$ cat src/rtl/core/ugb_pkg.sv
package ugb_pkg;

    // default build of the grid
    localparam int GRID_DIM_DEF        = 64;
    localparam int GUESTS_PER_CELL_DEF = 4;
    localparam int MAX_GROUPS_DEF      = 15;
    localparam int ID_BITS_DEF         = 16;

    // most results one neighbor query may return
    localparam int MAX_RESULTS = 36;

    localparam int CFG_IDX_W  = 3;
    localparam int CFG_DATA_W = 32;

    localparam logic [CFG_IDX_W-1:0] REG_MIN_X    = 3'd0;
    localparam logic [CFG_IDX_W-1:0] REG_MIN_Z    = 3'd1;
    localparam logic [CFG_IDX_W-1:0] REG_INV_CELL = 3'd2;
    localparam logic [CFG_IDX_W-1:0] REG_NUM_COLS = 3'd3;
    localparam logic [CFG_IDX_W-1:0] REG_NUM_ROWS = 3'd4;

    localparam logic [1:0] FUNC_CLEAR  = 2'd0;
    localparam logic [1:0] FUNC_INSERT = 2'd1;
    localparam logic [1:0] FUNC_STATE  = 2'd2;
    localparam logic [1:0] FUNC_NEIGH  = 2'd3;

    typedef struct packed {
        logic [1:0]         func;
        logic signed [31:0] pos_x;
        logic signed [31:0] pos_z;
        logic [15:0]        agent_id;
        logic [3:0]         group_id;
        logic [5:0]         cell_x;
        logic [5:0]         cell_z;
        logic               search_range;
    } in_item_t;

    typedef struct packed {
        logic [5:0]  out_cell_x;
        logic [5:0]  out_cell_z;
        logic [11:0] cell_index;
        logic [4:0]  cell_code;
        logic        in_mixed_cell;
        logic        cell_overflow;
        logic        out_of_grid;
        logic [15:0] neighbor_id;
        logic        neighbor_valid;
        logic        last;
    } out_item_t;

    typedef enum logic [3:0] {
        S_CLEAR,
        S_IDLE,
        S_LOC,
        S_INS_RD,
        S_QRY,
        S_QRY_RD,
        S_NB_CELL,
        S_NB_CNT,
        S_NB_GRD,
        S_NB_GCMP,
        S_NB_END,
        S_EMIT
    } state_t;

    typedef enum logic [1:0] {
        LOC_IDLE,
        LOC_MUL,
        LOC_CHK
    } loc_state_t;

endpackage

$ cat src/rtl/core/ugb_ram.sv
module ugb_ram
    import ugb_pkg::*;
#(
    parameter int WIDTH = 8,
    parameter int DEPTH = 16
)
(
    input  logic                     clk,
    input  logic                     we,
    input  logic [$clog2(DEPTH)-1:0] waddr,
    input  logic [WIDTH-1:0]         wdata,
    input  logic                     re,
    input  logic [$clog2(DEPTH)-1:0] raddr,
    output logic [WIDTH-1:0]         rdata
);

    logic [WIDTH-1:0] mem [DEPTH];

    always_ff @(posedge clk)
    begin
        if (we)
        begin
            mem[waddr] <= wdata;
        end
    end

    // hold the last read word until the next read
    always_ff @(posedge clk)
    begin
        if (re)
        begin
            rdata <= mem[raddr];
        end
    end

endmodule

$ cat config.mk
export PLATFORM = sky130hd
export DESIGN_NAME = ugb_ram
export DESIGN_NICKNAME = d
export VERILOG_FILES = /design/src/rtl/core/ugb_pkg.sv /design/src/rtl/core/ugb_ram.sv
export SDC_FILE = /design/constraint.sdc
export NUM_CORES = 1
export LEC_CHECK = 0
export ABC_AREA = 1
export ABC_CLOCK_PERIOD_IN_PS = 1850
export BUFFER_PORTS_ARGS = -buffer_cell sky130_fd_sc_hd__buf_2
export CELL_PAD_IN_SITES_DETAIL_PLACEMENT = 1
export CELL_PAD_IN_SITES_GLOBAL_PLACEMENT = 1
export CORE_ASPECT_RATIO = 1.1
export CORE_UTILIZATION = 27
export DETAILED_ROUTE_END_ITERATION = 6
export GPL_ROUTABILITY_DRIVEN = 0
export PLACE_DENSITY = 0.57
export SLEW_MARGIN = 20
export SYNTH_ARGS = -nofsm -noshare
export SYNTH_HDL_FRONTEND = slang
export SYNTH_SLANG_ARGS = --single-unit
$ cat constraint.sdc
create_clock -name clk -period 1.85 [get_ports clk]
set_input_delay 0.555 -clock clk [delete_from_list [all_inputs] [get_ports clk]]
set_output_delay 0.555 -clock clk [all_outputs]
set_load 0.02 [all_outputs]
==> metrics.cfg <==
[run_status]
status=complete, no violations

[sta]
hold_viol_final=0
finalCritPeriodShare=0.889
relSlewSlack=0.573
finClkSkew_ns=0.0219
rsz0062_at_grt=false
drv_slew=0
tightest_slew_ns=0.640
holdWs_ns=0.509
setup_viol=0
clock.fmax_ghz=0.608
period_needed_ns=1.64

[drt]
drc_errors=0
drt-wirelength-per-cell_um=17.8
drtIter0Drc=225
routed_wl_um=16100
vias_per_cell=4.28
ant_nets=0
vias=3872
dr.pass1.iters=4

[final_layout]
area_delta_synth_final_pct=20.1
final_common_cell=nand2_1
nNetsFinal=620
drive_above_1_share=0.134
num-fill-cells=2417
diodes=0
stdcell_count=904
final_cell_mix=173 x nand2_1, 136 x edfxtp_1, 100 x inv_1

[setup_path]
max_stage_delay_ns=0.47
path_delay_family=flip-flops
cp_max_fo=1
crit_buf_inv=1
worstPathCellList=buf_2
critical_path.endpoint_type=primary output
worstSetupStartpointType=flip-flop
slowest_stage=edfxtp_1
cp.required_ns=1.29
worstSetupPathType=reg -> out
cp.arrival_ns=1.09

[die]
start_util=0.274
coreArea_um2=21300
die_w_um=142
ioPinCount=27
die_y_um=156
placementRows=56
die_area_um2=22200

[placement]
port_buffers=26
dp_cells=872
place_hpwl_um=10500

[clocking]
ctsResizeCount=0
clkLatencyLatePin_ns=0.42
path_clk_slew_ns=0.06
cts_buffers=17
cts_tree=done
cts-hold-fix-buffers=0
post_cts_buffers=0
clock_sinks=136
cts-htree-levels=4
ctsLongestPathBuffers=2
cts-root-buf=clkbuf_16

[global_route]
overflow=0
grt_max_degree=33
grt_usage=0.156
antenna_found_initial=0
grt_pass1_wl_um=24500
grt_pass1_vias=4200

[power]
leakagePower_nw=2.98
p_per_area_nw_per_um2=1040
ir_drop_mv=0.611
p_total_mw=7.28

[synthesis]
synth_nets=570
seq_area_frac_synth=0.698
synthDominantCellAreaShare=0.698
synth_top_area_cell=edfxtp_1
syn_inst=551
syn_area_um2=5850
synth.distinct_cells=11
syn_area_per_cell_um2=10.6
ys_ff_latch=136
synth_warnings=0
synth.area.top_cells=edfxtp_1 70%, nand2_1 11%, nand3_1 8.3%

[run]
maxCapViolations=0

[min_path]
hp-class=in -> reg

[state kept, by name (all words and copies together), names as in the netlist]
| signal | cells |
|---|---|
| mem | 128 |
| rdata | 8 |
[per-stage QoR]
stage          setup TNS [ns]  worst slack [ns]  cell area (µm²)  utilization
5_1_grt                     0             0.190             7020        0.330
2_1_floorplan               0             0.344             5850            -
6_report                    0             0.206             7020        0.330
3_3_place_gp          -0.0350           -0.0186             6450        0.303
4_1_cts                     0             0.185             7020        0.330
3_5_place_dp           -0.120           -0.0455             6450        0.303
[synthesized netlist by cell type (all sizes together)]
cell type / count
buf: 24
edfxtp: 136
nand3: 97
inv: 102
nand3b: 2
nor2: 17
nand2: 173
[worst reg2reg max path: cells and delay by family, from the launching register on]
kind,cells,cell delay [ns]
buffers and inverters,1,0.06
DFF,1,0.37
and+or+nand+nor,5,0.51
[worst paths after layout]
path / start / endpoint / slack (ns) / cells after the start
worst max-delay path: rdata[1] / rdata[1] / 0.21 / 1
worst min-delay path: re / rdata[3] / 0.51 / 1
worst max register to register: mem[11][1] / rdata[1] / 0.66 / 6
worst min register to register: mem[6][2] / rdata[2] / 0.77 / 6
[final cells by class]
type,count,area (µm²),area share
clock buffers,20,437,0.0622
clock inverters,12,133,0.0189
inverters,102,383,0.0545
multi-input cells,289,1210,0.173
flip-flops and latches,136,4080,0.582
well taps,290,363,0.0517
repair buffers,55,410,0.0584
[report_power, final]
part	switching [mW]	internal, mW	total [mW]	leakage, nW
combinational	0.336	0.143	0.479	1.47
sequential	0.0282	3.47	3.50	1.24
clock	1.21	2.09	3.30	0.277
total	1.58	5.70	7.28	2.98
[per-layer routing]
layer	vias to the layer above	GRT usage	part of all wire
li1	1882	-	-
met1	1925	0.189	0.43
met2	55	0.278	0.53
met3	10	0.0312	0.035
met4	0	0.0445	0.0062
met5	-	0	0
[cell families (layout without fill, tap and decap cells)]
kind of cell / Yosys count / count (layout) / synth area share
buffers and inverters: 126 / 189 / 0.0939
flip-flops: 136 / 136 / 0.698
AND/OR/NAND/NOR: 289 / 289 / 0.208
(Power assumes the default switching activity.)
