### src/rtl/core/ugb_pkg.sv
package ugb_pkg;

    // default build of the grid
    localparam int GRID_DIM_DEF        = 64;
    localparam int GUESTS_PER_CELL_DEF = 4;
    localparam int MAX_GROUPS_DEF      = 15;
    localparam int ID_BITS_DEF         = 16;

    // most results one neighbor query may return
    localparam int MAX_RESULTS = 36;

    localparam int CFG_IDX_W  = 3;
    localparam int CFG_DATA_W = 32;

    localparam logic [CFG_IDX_W-1:0] REG_MIN_X    = 3'd0;
    localparam logic [CFG_IDX_W-1:0] REG_MIN_Z    = 3'd1;
    localparam logic [CFG_IDX_W-1:0] REG_INV_CELL = 3'd2;
    localparam logic [CFG_IDX_W-1:0] REG_NUM_COLS = 3'd3;
    localparam logic [CFG_IDX_W-1:0] REG_NUM_ROWS = 3'd4;

    localparam logic [1:0] FUNC_CLEAR  = 2'd0;
    localparam logic [1:0] FUNC_INSERT = 2'd1;
    localparam logic [1:0] FUNC_STATE  = 2'd2;
    localparam logic [1:0] FUNC_NEIGH  = 2'd3;

    typedef struct packed {
        logic [1:0]         func;
        logic signed [31:0] pos_x;
        logic signed [31:0] pos_z;
        logic [15:0]        agent_id;
        logic [3:0]         group_id;
        logic [5:0]         cell_x;
        logic [5:0]         cell_z;
        logic               search_range;
    } in_item_t;

    typedef struct packed {
        logic [5:0]  out_cell_x;
        logic [5:0]  out_cell_z;
        logic [11:0] cell_index;
        logic [4:0]  cell_code;
        logic        in_mixed_cell;
        logic        cell_overflow;
        logic        out_of_grid;
        logic [15:0] neighbor_id;
        logic        neighbor_valid;
        logic        last;
    } out_item_t;

    typedef enum logic [3:0] {
        S_CLEAR,
        S_IDLE,
        S_LOC,
        S_INS_RD,
        S_QRY,
        S_QRY_RD,
        S_NB_CELL,
        S_NB_CNT,
        S_NB_GRD,
        S_NB_GCMP,
        S_NB_END,
        S_EMIT
    } state_t;

    typedef enum logic [1:0] {
        LOC_IDLE,
        LOC_MUL,
        LOC_CHK
    } loc_state_t;

endpackage

### src/rtl/core/ugb_locate.sv
module ugb_locate
    import ugb_pkg::*;
#(
    parameter int GRID_DIM = GRID_DIM_DEF,
    parameter int CW       = $clog2(GRID_DIM),
    parameter int DW       = 7
)
(
    input  logic          clk,
    input  logic          rst_n,
    input  logic          start,
    input  logic [31:0]   pos_x,
    input  logic [31:0]   pos_z,
    input  logic [31:0]   min_x,
    input  logic [31:0]   min_z,
    input  logic [31:0]   inv_cell_size,
    input  logic [DW-1:0] cols,
    input  logic [DW-1:0] rows,
    output logic          done,
    output logic          oog,
    output logic [CW-1:0] cx,
    output logic [CW-1:0] cz
);

    loc_state_t  st_reg, st_next;
    logic        axis_reg, axis_next;
    logic [32:0] dx_reg, dx_next;
    logic [32:0] dz_reg, dz_next;
    logic [63:0] prod_reg, prod_next;
    logic        done_reg, done_next;
    logic        oog_reg, oog_next;
    logic [CW-1:0] cx_reg, cx_next;
    logic [CW-1:0] cz_reg, cz_next;

    logic [32:0]   d_sel;
    logic [DW-1:0] lim;
    logic [31:0]   q;
    logic          bad;

    always_comb
    begin
        st_next   = st_reg;
        axis_next = axis_reg;
        dx_next   = dx_reg;
        dz_next   = dz_reg;
        prod_next = prod_reg;
        done_next = 1'b0;
        oog_next  = oog_reg;
        cx_next   = cx_reg;
        cz_next   = cz_reg;
        d_sel     = axis_reg ? dz_reg : dx_reg;
        lim       = axis_reg ? rows : cols;
        q         = prod_reg[63:32];
        // the difference never exceeds 32 magnitude bits, so bit 32 is the sign
        bad       = d_sel[32] || (q >= 32'(lim));
        case (st_reg)
            LOC_IDLE:
            begin
                if (start)
                begin
                    dx_next   = {pos_x[31], pos_x} - {min_x[31], min_x};
                    dz_next   = {pos_z[31], pos_z} - {min_z[31], min_z};
                    axis_next = 1'b0;
                    oog_next  = 1'b0;
                    st_next   = LOC_MUL;
                end
            end
            LOC_MUL:
            begin
                prod_next = d_sel[31:0] * inv_cell_size;
                st_next   = LOC_CHK;
            end
            LOC_CHK:
            begin
                oog_next = oog_reg | bad;
                if (!axis_reg)
                begin
                    cx_next   = q[CW-1:0];
                    axis_next = 1'b1;
                    st_next   = LOC_MUL;
                end
                else
                begin
                    cz_next   = q[CW-1:0];
                    done_next = 1'b1;
                    st_next   = LOC_IDLE;
                end
            end
            default:
            begin
                st_next = LOC_IDLE;
            end
        endcase
    end

    always_ff @(posedge clk or negedge rst_n)
    begin
        if (!rst_n)
        begin
            st_reg   <= LOC_IDLE;
            done_reg <= 1'b0;
        end
        else
        begin
            st_reg   <= st_next;
            done_reg <= done_next;
        end
    end

    always_ff @(posedge clk)
    begin
        axis_reg <= axis_next;
        dx_reg   <= dx_next;
        dz_reg   <= dz_next;
        prod_reg <= prod_next;
        oog_reg  <= oog_next;
        cx_reg   <= cx_next;
        cz_reg   <= cz_next;
    end

    assign done = done_reg;
    assign oog  = oog_reg;
    assign cx   = cx_reg;
    assign cz   = cz_reg;

endmodule
### config.mk
export PLATFORM = sky130hd
export DESIGN_NAME = ugb_locate
export DESIGN_NICKNAME = d
export VERILOG_FILES = /design/src/rtl/core/ugb_pkg.sv /design/src/rtl/core/ugb_locate.sv
export SDC_FILE = /design/constraint.sdc
export NUM_CORES = 2
export LEC_CHECK = 0
export ABC_AREA = 1
export BUFFER_PORTS_ARGS = -buffer_cell sky130_fd_sc_hd__buf_4
export CAP_MARGIN = 0
export CORE_ASPECT_RATIO = 1.2
export CORE_UTILIZATION = 65
export CTS_BUF_LIST = sky130_fd_sc_hd__clkbuf_16
export DETAILED_ROUTE_END_ITERATION = 10
export GPL_TIMING_DRIVEN = 0
export PLACE_DENSITY = 0.82
export SYNTH_ARGS = -nofsm -noshare
export SYNTH_HDL_FRONTEND = slang
export SYNTH_SLANG_ARGS = --single-unit
### constraint.sdc
create_clock -name clk -period 13.75 [get_ports clk]
set_input_delay 2.0625 -clock clk [delete_from_list [all_inputs] [get_ports clk]]
set_output_delay 2.0625 -clock clk [all_outputs]
set_load 0.005 [all_outputs]
==> results_dict.tcl <==
set metrics [dict create \
    ys_seq_area_share_pct 8.35 \
    rsz0062_at_grt "false" \
    cts_buffers 17 \
    hold_buffers 0 \
    reg2reg_from "axis_reg" \
    grt_max_degree 50 \
    grt_pass1_wl_mm 239 \
    nFillCells 5009 \
    hold_start "prod_reg[33]" \
    ys_types 42 \
    die-height_um 278 \
    worstPathArrival_ns 10.77 \
    core_area_um2 62300 \
    fin_ws_ns 3.17 \
    gp_congestion 1.16 \
    clk_latency_ns 0.44 \
    post-place-ws_ns 3.16 \
    postRouteAntennaNets 0 \
    htreeDepth 4 \
    hold_depth 0 \
    finalCritPeriodShare_pct 77.0 \
    endpoint_kind "flip-flop" \
    grt-ovfl-total 0 \
    die-area_um2 64300 \
    worstMarginPinSlew_ns 1.52 \
    synth_top_family_by_area "adder cells" \
    fin_setup_tns_ns 0 \
    setup_violations 0 \
    cp-start-kind "input pin" \
    final_nets 6698 \
    reg2reg_depth 28 \
    skew_ns 0.0140 \
    hold_viol_final 0 \
    cap_violations 1 \
    post_cts_buffers 0 \
    min_to "cz[1]" \
    synth_seq_cells 115 \
    avgViaCountPerCell 6.08 \
    fp.dieW_um 232 \
    r2r_end "prod_reg[51]" \
    yosys.area_share.simple_pct 18.4 \
    via_count 37296 \
    violations "capacitance limit, slew limit" \
    ys_warn_count 0 \
    wl_mm 163 \
    io-pin-count 191 \
    finalCriticalPeriod_ns 10.58 \
    antenna_found_initial 11 \
    cts_resized 0 \
    port_buffers 168 \
    syn_avg_cell_area_um2 8.06 \
    fmax_mhz 94.5 \
    cts-root-buf "clkbuf_16" \
    dr.pass1.iters 8 \
    crit_fanout 11 \
    drt_iter0_markers 4151 \
    synth_fp_nets 6509 \
    track_usage_pct 52.6 \
    synth_compound_area_share_pct 5.07 \
    fp-row-count 100 \
    cts_tree "done" \
    outcome "complete, but fails checks" \
    clockBufferDepth 2 \
    dp_hpwl_mm 134 \
    synthToLayoutAreaGrowth_pct 7.14 \
    wl_per_cell_um 26.6 \
    crit_required_ns 13.94 \
    initial_core_util_pct 66.0 \
    yosys.area_share.xor_xnor_pct 1.19 \
    grt_pass1_vias 38541 \
    slew_headroom_pct -1.48 \
    synth_fa_ha_area_share_pct 53.7 \
    muxShareOfSynthArea_pct 0.146 \
    path_clk_slew_ns 0.07 \
    r2r_setup_slack_ns 3.67 \
    syn_inst 5104 \
    cts_num_sinks 115 \
    drc 0 \
    netlist_area_um2 41200 \
    critical_path_class "in -> reg" \
    drive_gt1_share_pct 6.31 \
    drv_slew 11 \
    hold_class "reg -> reg" \
]
==> metrics by stage <==
step	cell area (um2)	cells	utilization [%]	hold WS [ns]
after floorplan	41200	5104	-	0.444
after global placement	43400	6088	69.7	0.457
after detailed placement	43500	6090	69.8	0.484
after CTS	44100	6122	70.7	0.488
after global routing	44100	6122	70.7	0.516
final	44100	6131	70.8	0.495
==> placed cells by master, fill, tap and decap left out, types with 4 or more instances in the layout <==
master / instances
o21bai_1: 23
clkbuf_1: 125
a21o_1: 20
a21oi_1: 158
a31oi_1: 16
clkinv_1: 18
xor2_1: 40
inv_1: 1226
inv_6: 6
o21a_1: 10
ha_1: 331
and2_1: 4
nand2_2: 10
buf_2: 45
fa_1: 897
o211ai_1: 9
nand3_1: 72
buf_4: 168
nand2_1: 865
nor2_1: 836
diode_2: 9
o21ai_2: 6
nand3b_1: 6
nand4_1: 13
o21ai_1: 5
nor4_1: 15
inv_2: 9
mux2i_1: 6
xnor2_1: 16
a21boi_0: 14
nor3_1: 20
o21ai_0: 98
inv_8: 4
or2_2: 59
edfxtp_1: 112
clkbuf_16: 17
==> cell type report <==
type | instances | area [um2] | share of cell area [%]
sequential | 115 | 3440 | 7.80
inverter | 1253 | 4700 | 10.7
clock inverter | 15 | 160 | 0.363
tap | 816 | 1020 | 2.32
multi-input combinational | 3562 | 32300 | 73.3
buffer | 174 | 711 | 1.61
clock buffer | 17 | 425 | 0.965
timing repair buffer | 170 | 1310 | 2.97
antenna | 9 | 22.5 | 0.0511
==> kinds of logic after synthesis <==
logic type / after synthesis
compound gates: 366
xor+xnor: 56
fa+ha+maj: 1228
buf+inv: 1427
flops: 115
mux: 6
simple gates: 1906
==> per-layer routing <==
layer / vias to the layer above / wire length, um / GRT usage [%]
met5: - / 69 / 0
met4: 6 / 19000 / 47.8
met3: 1033 / 22100 / 19.7
met2: 2945 / 71300 / 79.0
met1: 17954 / 50900 / 57.8
li1: 15358 / - / -
==> synthesized netlist by cell type (all sizes together) <==
master | n | share of area (%)
mux2i | 6 | 0.15
xor2 | 40 | 0.85
nor4 | 15 | 0.23
a21oi | 158 | 1.9
edfxtp | 112 | 8.2
and3 | 1 | 0.015
buf | 48 | 0.57
or2 | 61 | 0.93
a41oi | 1 | 0.021
o31ai | 2 | 0.036
nand4 | 13 | 0.20
dfrtp | 3 | 0.18
o21ai | 109 | 1.4
and2 | 4 | 0.061
clkinv | 18 | 0.16
fa | 897 | 44
xnor2 | 16 | 0.34
nand3 | 72 | 0.88
o211ai | 9 | 0.16
nand2 | 875 | 8.0
clkbuf | 126 | 1.2
nor2 | 839 | 7.7
ha | 331 | 10
o21bai | 23 | 0.42
nand3b | 6 | 0.11
o2111ai | 1 | 0.021
a21o | 20 | 0.36
inv | 1235 | 11
nor3 | 20 | 0.24
a21boi | 17 | 0.31
o21a | 10 | 0.18
a31oi | 16 | 0.24
==> how the worst max path moves through the flow <==
| stage | end | depth (start not counted) | start |
|---|---|---|---|
| finish | prod_reg[44] | 24 | inv_cell_size[18] |
| global route | prod_reg[61] | 28 | inv_cell_size[18] |
| CTS | prod_reg[61] | 25 | inv_cell_size[18] |
| detailed placement | prod_reg[61] | 25 | inv_cell_size[18] |
| global placement | prod_reg[61] | 25 | inv_cell_size[18] |
| floorplan | prod_reg[51] | 26 | inv_cell_size[8] |
==> worst max-delay path: stages <==
cell	delay, ns
clkbuf_1	0.44
inv_1	0.70
clkbuf_1	0.92
nor2_1	0.17
fa_1	0.58
inv_1	0.07
fa_1	0.55
inv_1	0.07
fa_1	0.50
fa_1	0.62
fa_1	0.46
fa_1	0.46
fa_1	0.71
fa_1	0.55
ha_1	0.36
a21oi_1	0.22
o21ai_0	0.14
a21oi_1	0.30
a21boi_0	0.43
nand2_1	0.17
nand2_1	0.10
nand2_1	0.05
nand2_1	0.05
nand2_1	0.07
Power is left out: the tool's default activity adds up to more than one toggle a clock period on the data nets, which glitch-free logic cannot reach.
